## src/sorted_priority_queue_assert.svh

```systemverilog
// assertion macros for the sorted priority queue
`ifndef SORTED_PRIORITY_QUEUE_ASSERT_SVH
`define SORTED_PRIORITY_QUEUE_ASSERT_SVH

// checked outside reset
`define SPQ_ASSERT(lbl, prop, msg) \
  lbl: assert property (@(posedge clk_i) disable iff (!rst_ni) prop) else $error(msg);

// checked at every edge, reset included
`define SPQ_ASSERT_ALWAYS(lbl, prop, msg) \
  lbl: assert property (@(posedge clk_i) prop) else $error(msg);

`endif

```

## src/spq_pkg.sv

```systemverilog
// shared types and constants of the sorted priority queue
`timescale 1ns / 1ps

package spq_pkg;

  localparam int CapacityDef = 16;
  localparam int ValueW      = 32;
  localparam int OpW         = 2;
  localparam int CountW      = 5;
  localparam int StatusW     = 2;

  localparam logic [OpW-1:0] OpInsert = 2'd0;
  localparam logic [OpW-1:0] OpDelete = 2'd1;

  localparam logic [StatusW-1:0] StOk    = 2'd0;
  localparam logic [StatusW-1:0] StEmpty = 2'd1;
  localparam logic [StatusW-1:0] StFull  = 2'd2;

  typedef struct packed {
    logic                     ins;
    logic                     del;
    logic signed [ValueW-1:0] value;
  } cmd_t;

  typedef struct packed {
    logic signed [ValueW-1:0] min_value;
    logic [CountW-1:0]        count;
    logic [StatusW-1:0]       status;
  } res_t;

endpackage

```

## src/spq_if.sv

```systemverilog
// valid/ready channel interfaces of the sorted priority queue
`timescale 1ns / 1ps

interface spq_in_if;
  logic                             valid;
  logic                             ready;
  logic [spq_pkg::OpW-1:0]          opcode;
  logic signed [spq_pkg::ValueW-1:0] value;

  modport source (output valid, output opcode, output value, input ready);
  modport sink   (input valid, input opcode, input value, output ready);
endinterface

interface spq_out_if;
  logic                              valid;
  logic                              ready;
  logic signed [spq_pkg::ValueW-1:0] min_value;
  logic [spq_pkg::CountW-1:0]        count;
  logic [spq_pkg::StatusW-1:0]       status;

  modport source (output valid, output min_value, output count, output status, input ready);
  modport sink   (input valid, input min_value, input count, input status, output ready);
endinterface

```

## src/spq_cell.sv

```systemverilog
// one storage cell of the sorted shift chain
`timescale 1ns / 1ps

module spq_cell (
  input  logic                              clk_i,
  input  spq_pkg::cmd_t                     cmd_i,
  input  logic                              occ_i,
  input  logic                              at_end_i,
  input  logic                              left_gt_i,
  input  logic signed [spq_pkg::ValueW-1:0] left_entry_i,
  input  logic signed [spq_pkg::ValueW-1:0] right_entry_i,
  output logic                              gt_o,
  output logic signed [spq_pkg::ValueW-1:0] entry_o,
  output logic signed [spq_pkg::ValueW-1:0] entry_d_o
);

  logic signed [spq_pkg::ValueW-1:0] entry_q;
  logic signed [spq_pkg::ValueW-1:0] entry_d;

  assign gt_o = occ_i && (cmd_i.value < entry_q);

  always_comb begin
    if (cmd_i.ins && (gt_o || at_end_i)) begin
      entry_d = left_gt_i ? left_entry_i : cmd_i.value;
    end else if (cmd_i.del) begin
      entry_d = right_entry_i;
    end else begin
      entry_d = entry_q;
    end
  end

  always_ff @(posedge clk_i) begin
    entry_q <= entry_d;
  end

  assign entry_o   = entry_q;
  assign entry_d_o = entry_d;

endmodule

```

## src/spq_chain.sv

```systemverilog
// cell chain with fill count and result forming
`timescale 1ns / 1ps

`include "sorted_priority_queue_assert.svh"

module spq_chain #(
  parameter int Capacity = spq_pkg::CapacityDef
) (
  input  logic                              clk_i,
  input  logic                              rst_ni,
  input  logic                              acc_i,
  input  logic [spq_pkg::OpW-1:0]           opcode_i,
  input  logic signed [spq_pkg::ValueW-1:0] value_i,
  output spq_pkg::res_t                     res_o
);

  localparam int FillW = $clog2(Capacity + 1);

  logic [FillW-1:0] fill_q;
  logic [FillW-1:0] fill_d;
  logic             full;
  logic             empty;
  logic             is_ins;
  logic             ins_en;
  logic             del_en;
  spq_pkg::cmd_t    cmd;
  logic [31:0]      fill_ext;

  logic                              occ     [Capacity];
  logic                              at_end  [Capacity];
  logic                              gt      [Capacity];
  logic                              left_gt [Capacity];
  logic signed [spq_pkg::ValueW-1:0] ent     [Capacity];
  logic signed [spq_pkg::ValueW-1:0] ent_d   [Capacity];
  logic signed [spq_pkg::ValueW-1:0] left_e  [Capacity];
  logic signed [spq_pkg::ValueW-1:0] right_e [Capacity];

  assign full   = (fill_q == FillW'(Capacity));
  assign empty  = (fill_q == '0);
  assign is_ins = (opcode_i == spq_pkg::OpInsert);
  assign ins_en = acc_i && is_ins && !full;
  assign del_en = acc_i && (opcode_i == spq_pkg::OpDelete) && !empty;

  assign cmd.ins   = ins_en;
  assign cmd.del   = del_en;
  assign cmd.value = value_i;

  for (genvar i = 0; i < Capacity; i++) begin : g_cell
    assign occ[i]    = (FillW'(i) < fill_q);
    assign at_end[i] = (FillW'(i) == fill_q);
    if (i == 0) begin : g_first
      assign left_gt[i] = 1'b0;
      assign left_e[i]  = '0;
    end else begin : g_mid
      assign left_gt[i] = gt[i-1];
      assign left_e[i]  = ent[i-1];
    end
    if (i == Capacity - 1) begin : g_last
      assign right_e[i] = ent[i];
    end else begin : g_inner
      assign right_e[i] = ent[i+1];
    end

    spq_cell u_cell (
      .clk_i         (clk_i),
      .cmd_i         (cmd),
      .occ_i         (occ[i]),
      .at_end_i      (at_end[i]),
      .left_gt_i     (left_gt[i]),
      .left_entry_i  (left_e[i]),
      .right_entry_i (right_e[i]),
      .gt_o          (gt[i]),
      .entry_o       (ent[i]),
      .entry_d_o     (ent_d[i])
    );
  end

  always_comb begin
    fill_d = fill_q;
    if (ins_en) begin
      fill_d = fill_q + 1'b1;
    end else if (del_en) begin
      fill_d = fill_q - 1'b1;
    end
  end

  always_ff @(posedge clk_i or negedge rst_ni) begin
    if (!rst_ni) begin
      fill_q <= '0;
    end else begin
      fill_q <= fill_d;
    end
  end

  assign fill_ext = 32'(fill_d);

  always_comb begin
    res_o.min_value = (fill_d != '0) ? ent_d[0] : '0;
    res_o.count     = fill_ext[spq_pkg::CountW-1:0];
    if (is_ins && full) begin
      res_o.status = spq_pkg::StFull;
    end else if (!is_ins && empty) begin
      res_o.status = spq_pkg::StEmpty;
    end else begin
      res_o.status = spq_pkg::StOk;
    end
  end

  `SPQ_ASSERT_ALWAYS(a_fill_bound, fill_q <= FillW'(Capacity), "fill count above capacity")
  `SPQ_ASSERT(a_ins_grow, ins_en |=> (fill_q == $past(fill_q) + 1'b1), "insert did not grow")
  `SPQ_ASSERT(a_del_shrink, del_en |=> (fill_q == $past(fill_q) - 1'b1), "delete did not shrink")
  `SPQ_ASSERT(a_head_sorted, (fill_q >= FillW'(2)) |-> (ent[0] <= ent[1]), "head out of order")

endmodule

```

## src/spq_out_buf.sv

```systemverilog
// two-beat output buffer between the chain and the result channel
`timescale 1ns / 1ps

module spq_out_buf (
  input  logic            clk_i,
  input  logic            rst_ni,
  input  logic            we_i,
  input  spq_pkg::res_t   res_i,
  output logic            ready_o,
  spq_out_if.source       out_o
);

  spq_pkg::res_t out_q;
  spq_pkg::res_t skid_q;
  logic          ov_q;
  logic          sv_q;
  logic          to_out;
  logic          to_skid;
  logic          pop_skid;

  assign ready_o  = !sv_q;
  assign to_out   = we_i && (!ov_q || out_o.ready);
  assign to_skid  = we_i && ov_q && !out_o.ready;
  assign pop_skid = !we_i && ov_q && out_o.ready && sv_q;

  always_ff @(posedge clk_i or negedge rst_ni) begin
    if (!rst_ni) begin
      ov_q <= 1'b0;
      sv_q <= 1'b0;
    end else begin
      if (to_out) begin
        ov_q <= 1'b1;
      end else if (to_skid) begin
        sv_q <= 1'b1;
      end else if (ov_q && out_o.ready) begin
        ov_q <= sv_q;
        sv_q <= 1'b0;
      end
    end
  end

  always_ff @(posedge clk_i) begin
    if (to_out) begin
      out_q <= res_i;
    end else if (pop_skid) begin
      out_q <= skid_q;
    end
    if (to_skid) begin
      skid_q <= res_i;
    end
  end

  assign out_o.valid     = ov_q;
  assign out_o.min_value = out_q.min_value;
  assign out_o.count     = out_q.count;
  assign out_o.status    = out_q.status;

endmodule

```

## src/sorted_priority_queue.sv

```systemverilog
// Sorted min-priority queue built as a chain of compare-and-shift cells. Each
// cell holds one entry; on an insert every occupied cell compares the new value
// with its entry at once, the cell at the insert point takes the new value and
// the cells above it take their left neighbor's entry; on a delete every cell
// takes its right neighbor's. One item is taken per cycle; its result (minimum,
// count, status) is registered in the two-beat output buffer, and all cells
// compare and shift together. Input keeps flowing while one result waits and
// stalls only when both buffer slots are full.
`timescale 1ns / 1ps

module sorted_priority_queue #(
  parameter int Capacity = spq_pkg::CapacityDef
) (
  input  logic       clk_i,
  input  logic       rst_ni,
  spq_in_if.sink     in_i,
  spq_out_if.source  out_o
);

  spq_pkg::res_t res;
  logic          buf_ready;
  logic          acc;

  assign in_i.ready = buf_ready;
  assign acc        = in_i.valid && buf_ready;

  spq_chain #(
    .Capacity (Capacity)
  ) u_chain (
    .clk_i    (clk_i),
    .rst_ni   (rst_ni),
    .acc_i    (acc),
    .opcode_i (in_i.opcode),
    .value_i  (in_i.value),
    .res_o    (res)
  );

  spq_out_buf u_out_buf (
    .clk_i   (clk_i),
    .rst_ni  (rst_ni),
    .we_i    (acc),
    .res_i   (res),
    .ready_o (buf_ready),
    .out_o   (out_o)
  );

endmodule
```

## src/flat_wrapper.sv

```systemverilog
// flat-port wrapper written by rule: the top's interface ports become plain ports
module sorted_priority_queue_flat 
#(
  parameter int Capacity = spq_pkg::CapacityDef
)
  (clk_i, rst_ni, in_i_valid, in_i_opcode, in_i_value, in_i_ready, out_o_valid, out_o_min_value, out_o_count, out_o_status, out_o_ready);
  spq_in_if in_i_i ();
  spq_out_if out_o_i ();
  input  logic clk_i;
  input  logic rst_ni;
  input wire logic [$bits(in_i_i.valid)-1:0] in_i_valid;
  input wire logic [$bits(in_i_i.opcode)-1:0] in_i_opcode;
  input wire logic [$bits(in_i_i.value)-1:0] in_i_value;
  output wire logic [$bits(in_i_i.ready)-1:0] in_i_ready;
  output wire logic [$bits(out_o_i.valid)-1:0] out_o_valid;
  output wire logic [$bits(out_o_i.min_value)-1:0] out_o_min_value;
  output wire logic [$bits(out_o_i.count)-1:0] out_o_count;
  output wire logic [$bits(out_o_i.status)-1:0] out_o_status;
  input wire logic [$bits(out_o_i.ready)-1:0] out_o_ready;
  assign in_i_i.valid = in_i_valid;
  assign in_i_i.opcode = in_i_opcode;
  assign in_i_i.value = in_i_value;
  assign in_i_ready = in_i_i.ready;
  assign out_o_valid = out_o_i.valid;
  assign out_o_min_value = out_o_i.min_value;
  assign out_o_count = out_o_i.count;
  assign out_o_status = out_o_i.status;
  assign out_o_i.ready = out_o_ready;
  sorted_priority_queue #(.Capacity(Capacity)) u_core (.clk_i(clk_i), .rst_ni(rst_ni), .in_i(in_i_i), .out_o(out_o_i));
endmodule
```

## config.mk

```make
export PLATFORM = sky130hd
export DESIGN_NAME = sorted_priority_queue_flat
export DESIGN_NICKNAME = d
export VERILOG_FILES = /design/src/spq_pkg.sv /design/src/spq_if.sv /design/src/spq_cell.sv /design/src/spq_chain.sv /design/src/spq_out_buf.sv /design/src/sorted_priority_queue.sv /design/src/flat_wrapper.sv
export VERILOG_INCLUDE_DIRS = /design/src /design/src/src
export SDC_FILE = /design/constraint.sdc
export NUM_CORES = 2
export LEC_CHECK = 0
export BUFFER_PORTS_ARGS = -buffer_cell sky130_fd_sc_hd__buf_2
export CORE_UTILIZATION = 58
export DETAILED_ROUTE_END_ITERATION = 16
export HOLD_SLACK_MARGIN = 0.05
export PLACE_DENSITY = 0.77
export SETUP_SLACK_MARGIN = 0.4
export SYNTH_ARGS = -nofsm -noshare
export SYNTH_HDL_FRONTEND = slang
export SYNTH_SLANG_ARGS = --single-unit
export TNS_END_PERCENT = 50
```

## constraint.sdc

```tcl
create_clock -name clk_i -period 21.6 [get_ports clk_i]
set_clock_uncertainty 0.15 [all_clocks]
set_input_delay 1.08 -clock clk_i [delete_from_list [all_inputs] [get_ports clk_i]]
set_output_delay 1.08 -clock clk_i [all_outputs]
set_load 0.01 [all_outputs]
```

==> impl_metrics.tcl <==
set metrics [dict create \
    status "finished, final reports clean" \
    grt.overflow.total 0 \
    required_ps 21750 \
    dieArea_um2 78600 \
    cts_resized 0 \
    number_of_clock_sinks 597 \
    slew_violations 0 \
    complex_gate_fraction_of_the_synthesized_area_pct 13.1 \
    worst_pin_slew_ps 1230 \
    worst_path_clk_slew_ps 60 \
    groute.usage.overall_pct 28.8 \
    hold_ws_ps 149 \
    num_antenna_cells 0 \
    routedWlPerCell_um 20.0 \
    synth_top_family_by_area "adder cells" \
    pin_count_of_the_biggest_net_entering_global_routing 86 \
    routed_wl_mm 115 \
    ctsHoldBuffers 0 \
    yosys.area_share.adder_pct 13.9 \
    most_common_cell_after_layout_fill_and_taps_aside "mux2i_1" \
    dp_hpwl_mm 82.3 \
    detailed_route_iter0_violations 3418 \
    remaining_drc_errors 0 \
    setup_violations 0 \
    timing.max_slew.rel_slack_pct 17.5 \
    gpl.final_weighted_congestion 0.922 \
    crit_path_start_kind "input pin" \
    cts_tree "done" \
    port_buffer_count 78 \
    criticalPathCategory "input pin to flip-flop" \
    core.rowCount 101 \
    yosysWarnings 0 \
    num_vias 36021 \
    vdd_drop_max_v 0.0000632 \
    synthesis.nets 5258 \
    syn-instance-count 4719 \
    maximum_capacitance_violations 0 \
    ioPinCount 79 \
    die_h_um 280 \
    yosys.area_share.xor_xnor_pct 0.0974 \
    clock_tree.htree_level_count 3 \
    synthMuxAreaShare_pct 13.9 \
    cts_post_setup_buffers_inserted 0 \
    hold_viol 0 \
    ys_async_sr_fraction_pct 1.17 \
    power_switching_uw 1810 \
    die_w_um 280 \
    layout-area-overhead-vs-synth_pct 7.84 \
    power-per-cell-area_nw_per_um2 97.6 \
    via_density_per_instance 6.28 \
    finalSetupTns_ps 0 \
    floorplan.initialDensity_pct 58.9 \
    syn_area_per_cell_um2 9.52 \
    design.final.nets 5190 \
    path_max_fanout 37 \
    cp-end-kind "flip-flop" \
    cts-buffers-inserted 69 \
    syn-cell-area_um2 44900 \
    synth-edff-count 558 \
    detailedRoute.firstPassIterationCount 6 \
    coreArea_um2 76300 \
    power.combinational.fraction_pct 40.3 \
    final_util_pct 63.5 \
    yosysSeqAreaShare_pct 39.1 \
    final_layout_size_suffix_gt1_share_pct 7.80 \
    p_int_uw 2920 \
    min-delay-path-class "input pin to asynchronous set/reset pin" \
    clockBufferDepth 3 \
    global_route_wire_length_before_repair_mm 183 \
    leakage_uw 0.0219 \
    sw_frac_of_total_pct 38.4 \
    min_period_over_period_pct 26.4 \
    postSynthRegisterBits 597 \
    synth.lib_cells_used.distinct 74 \
    layout.cells.non_filler 5735 \
    ant_nets 0 \
    total_power_uw 4730 \
    clkPwrFrac_pct 24.5 \
    insertion_delay_ps 630 \
    cts_root_buf "clkbuf_16" \
    seq_power_share_pct 35.2 \
    grt_antenna_before_repair 1 \
    cp_data_arrival_time_ps 5850 \
    dp_cells 5610 \
    first_global_vias 34567 \
    achievable-frequency_mhz 175 \
    mostFrequentLayoutCells "567 x mux2i_1, 558 x edfxtp_1, 552 x inv_1" \
    ys.flop_type "edfxtp_1" \
    layout_min_cycle_time_ps 5710 \
    grt_setup_unrepaired "false" \
    synthSimpleGateAreaFrac_pct 12.5 \
]
state kept, by name, summed over array words and instances (netlist names):
name	cells
u_core.u_chain.g_cell.u_cell.entry_o	512
u_core.u_out_buf.out_o.valid	1
u_core.u_out_buf.out_o.count	5
u_core.u_out_buf.out_o.status	2
u_core.u_chain.fill_q	5
u_core.u_out_buf.skid_q	39
u_core.u_out_buf.out_o.min_value	32
u_core.u_out_buf.sv_q	1
cell families after synthesis:
logic type | Yosys count
compound gates | 969
xor+xnor | 5
fa+ha+maj | 501
buf+inv | 861
flops | 597
mux | 616
simple gates | 1170
per-stage QoR:
stage / worst slack, ps / instance area, um^2
CTS: 15990 / 48500
global route: 15680 / 48500
detailed placement: 15380 / 46300
global placement: 15420 / 46300
finish: 15890 / 48500
floorplan: 13420 / 44900
critical path: stages:
cell	delay (ps)
buf_2	80
buf_4	390
ha_1	340
and4_1	200
a221oi_1	700
a21oi_1	190
o31ai_1	250
o221a_2	200
buf_4	460
o21a_2	220
buf_4	470
nand2b_1	770
buf_4	400
layer usage:
layer / track usage, % / share of wire, %
met1: 39.8 / 44
met2: 46.8 / 46
met3: 3.86 / 6.8
met4: 8.87 / 2.6
met5: 0 / 0
final timing paths:
kind / from / to / slack [ps] / cells past startpoint
worst max-delay path: in_i_value[5] / u_core.u_chain.g_cell[2].u_cell.entry_o[26] / 15890 / 13
worst min-delay path: rst_ni / u_core.u_chain.fill_q[0] / 150 / 1
worst max register to register: u_core.u_chain.g_cell[2].u_cell.entry_o[6] / u_core.u_chain.g_cell[2].u_cell.entry_o[26] / 16430 / 12
worst min register to register: u_core.u_out_buf.skid_q[30] / u_core.u_out_buf.out_o.min_value[23] / 370 / 2
max in group asynchronous: rst_ni / u_core.u_chain.fill_q[1] / 20980 / 1
min in group clk_i: u_core.u_out_buf.skid_q[30] / u_core.u_out_buf.out_o.min_value[23] / 370 / 2
power groups by stage:
stage | Combinational (uW) | Clock, uW | Sequential [uW]
floorplan | 1400 | 0 | 1650
global placement | 1810 | 0 | 1680
detailed placement | 1870 | 0 | 1680
CTS | 1880 | 1170 | 1660
global route | 2100 | 1210 | 1680
finish | 1910 | 1160 | 1670
synth_stat cells (27+ instances only):
cell	n	share of area (%)
mux2i_1	568	13
edfxtp_1	558	37
inv_1	552	4.6
ha_1	501	14
nand2_1	423	3.5
a21oi_1	325	3.6
o21ai_0	302	3.4
nor2_1	241	2.0
clkbuf_1	225	1.9
nand4_1	134	1.9
nand3_1	108	1.2
and3_1	71	0.99
buf_2	67	0.75
o211ai_1	59	0.99
a211oi_1	54	0.90
mux2_2	46	1.2
o21a_1	42	0.70
nor3b_1	41	0.68
or3_1	39	0.54
o2111ai_1	36	0.70
a311oi_1	33	0.64
dfxtp_1	32	1.4
nor3_1	30	0.33
a21o_1	27	0.45
final cells by class:
| type | instances | area (um^2) |
|---|---|---|
| clock buffers | 82 | 1810 |
| flip-flops and latches | 597 | 17600 |
| repair buffers | 169 | 1070 |
| inverters | 553 | 2080 |
| clock inverters | 43 | 348 |
| multi-input cells | 3261 | 24300 |
| well taps | 1030 | 1290 |
| fillers | 6146 | 27900 |
(Power assumes the default switching activity.)
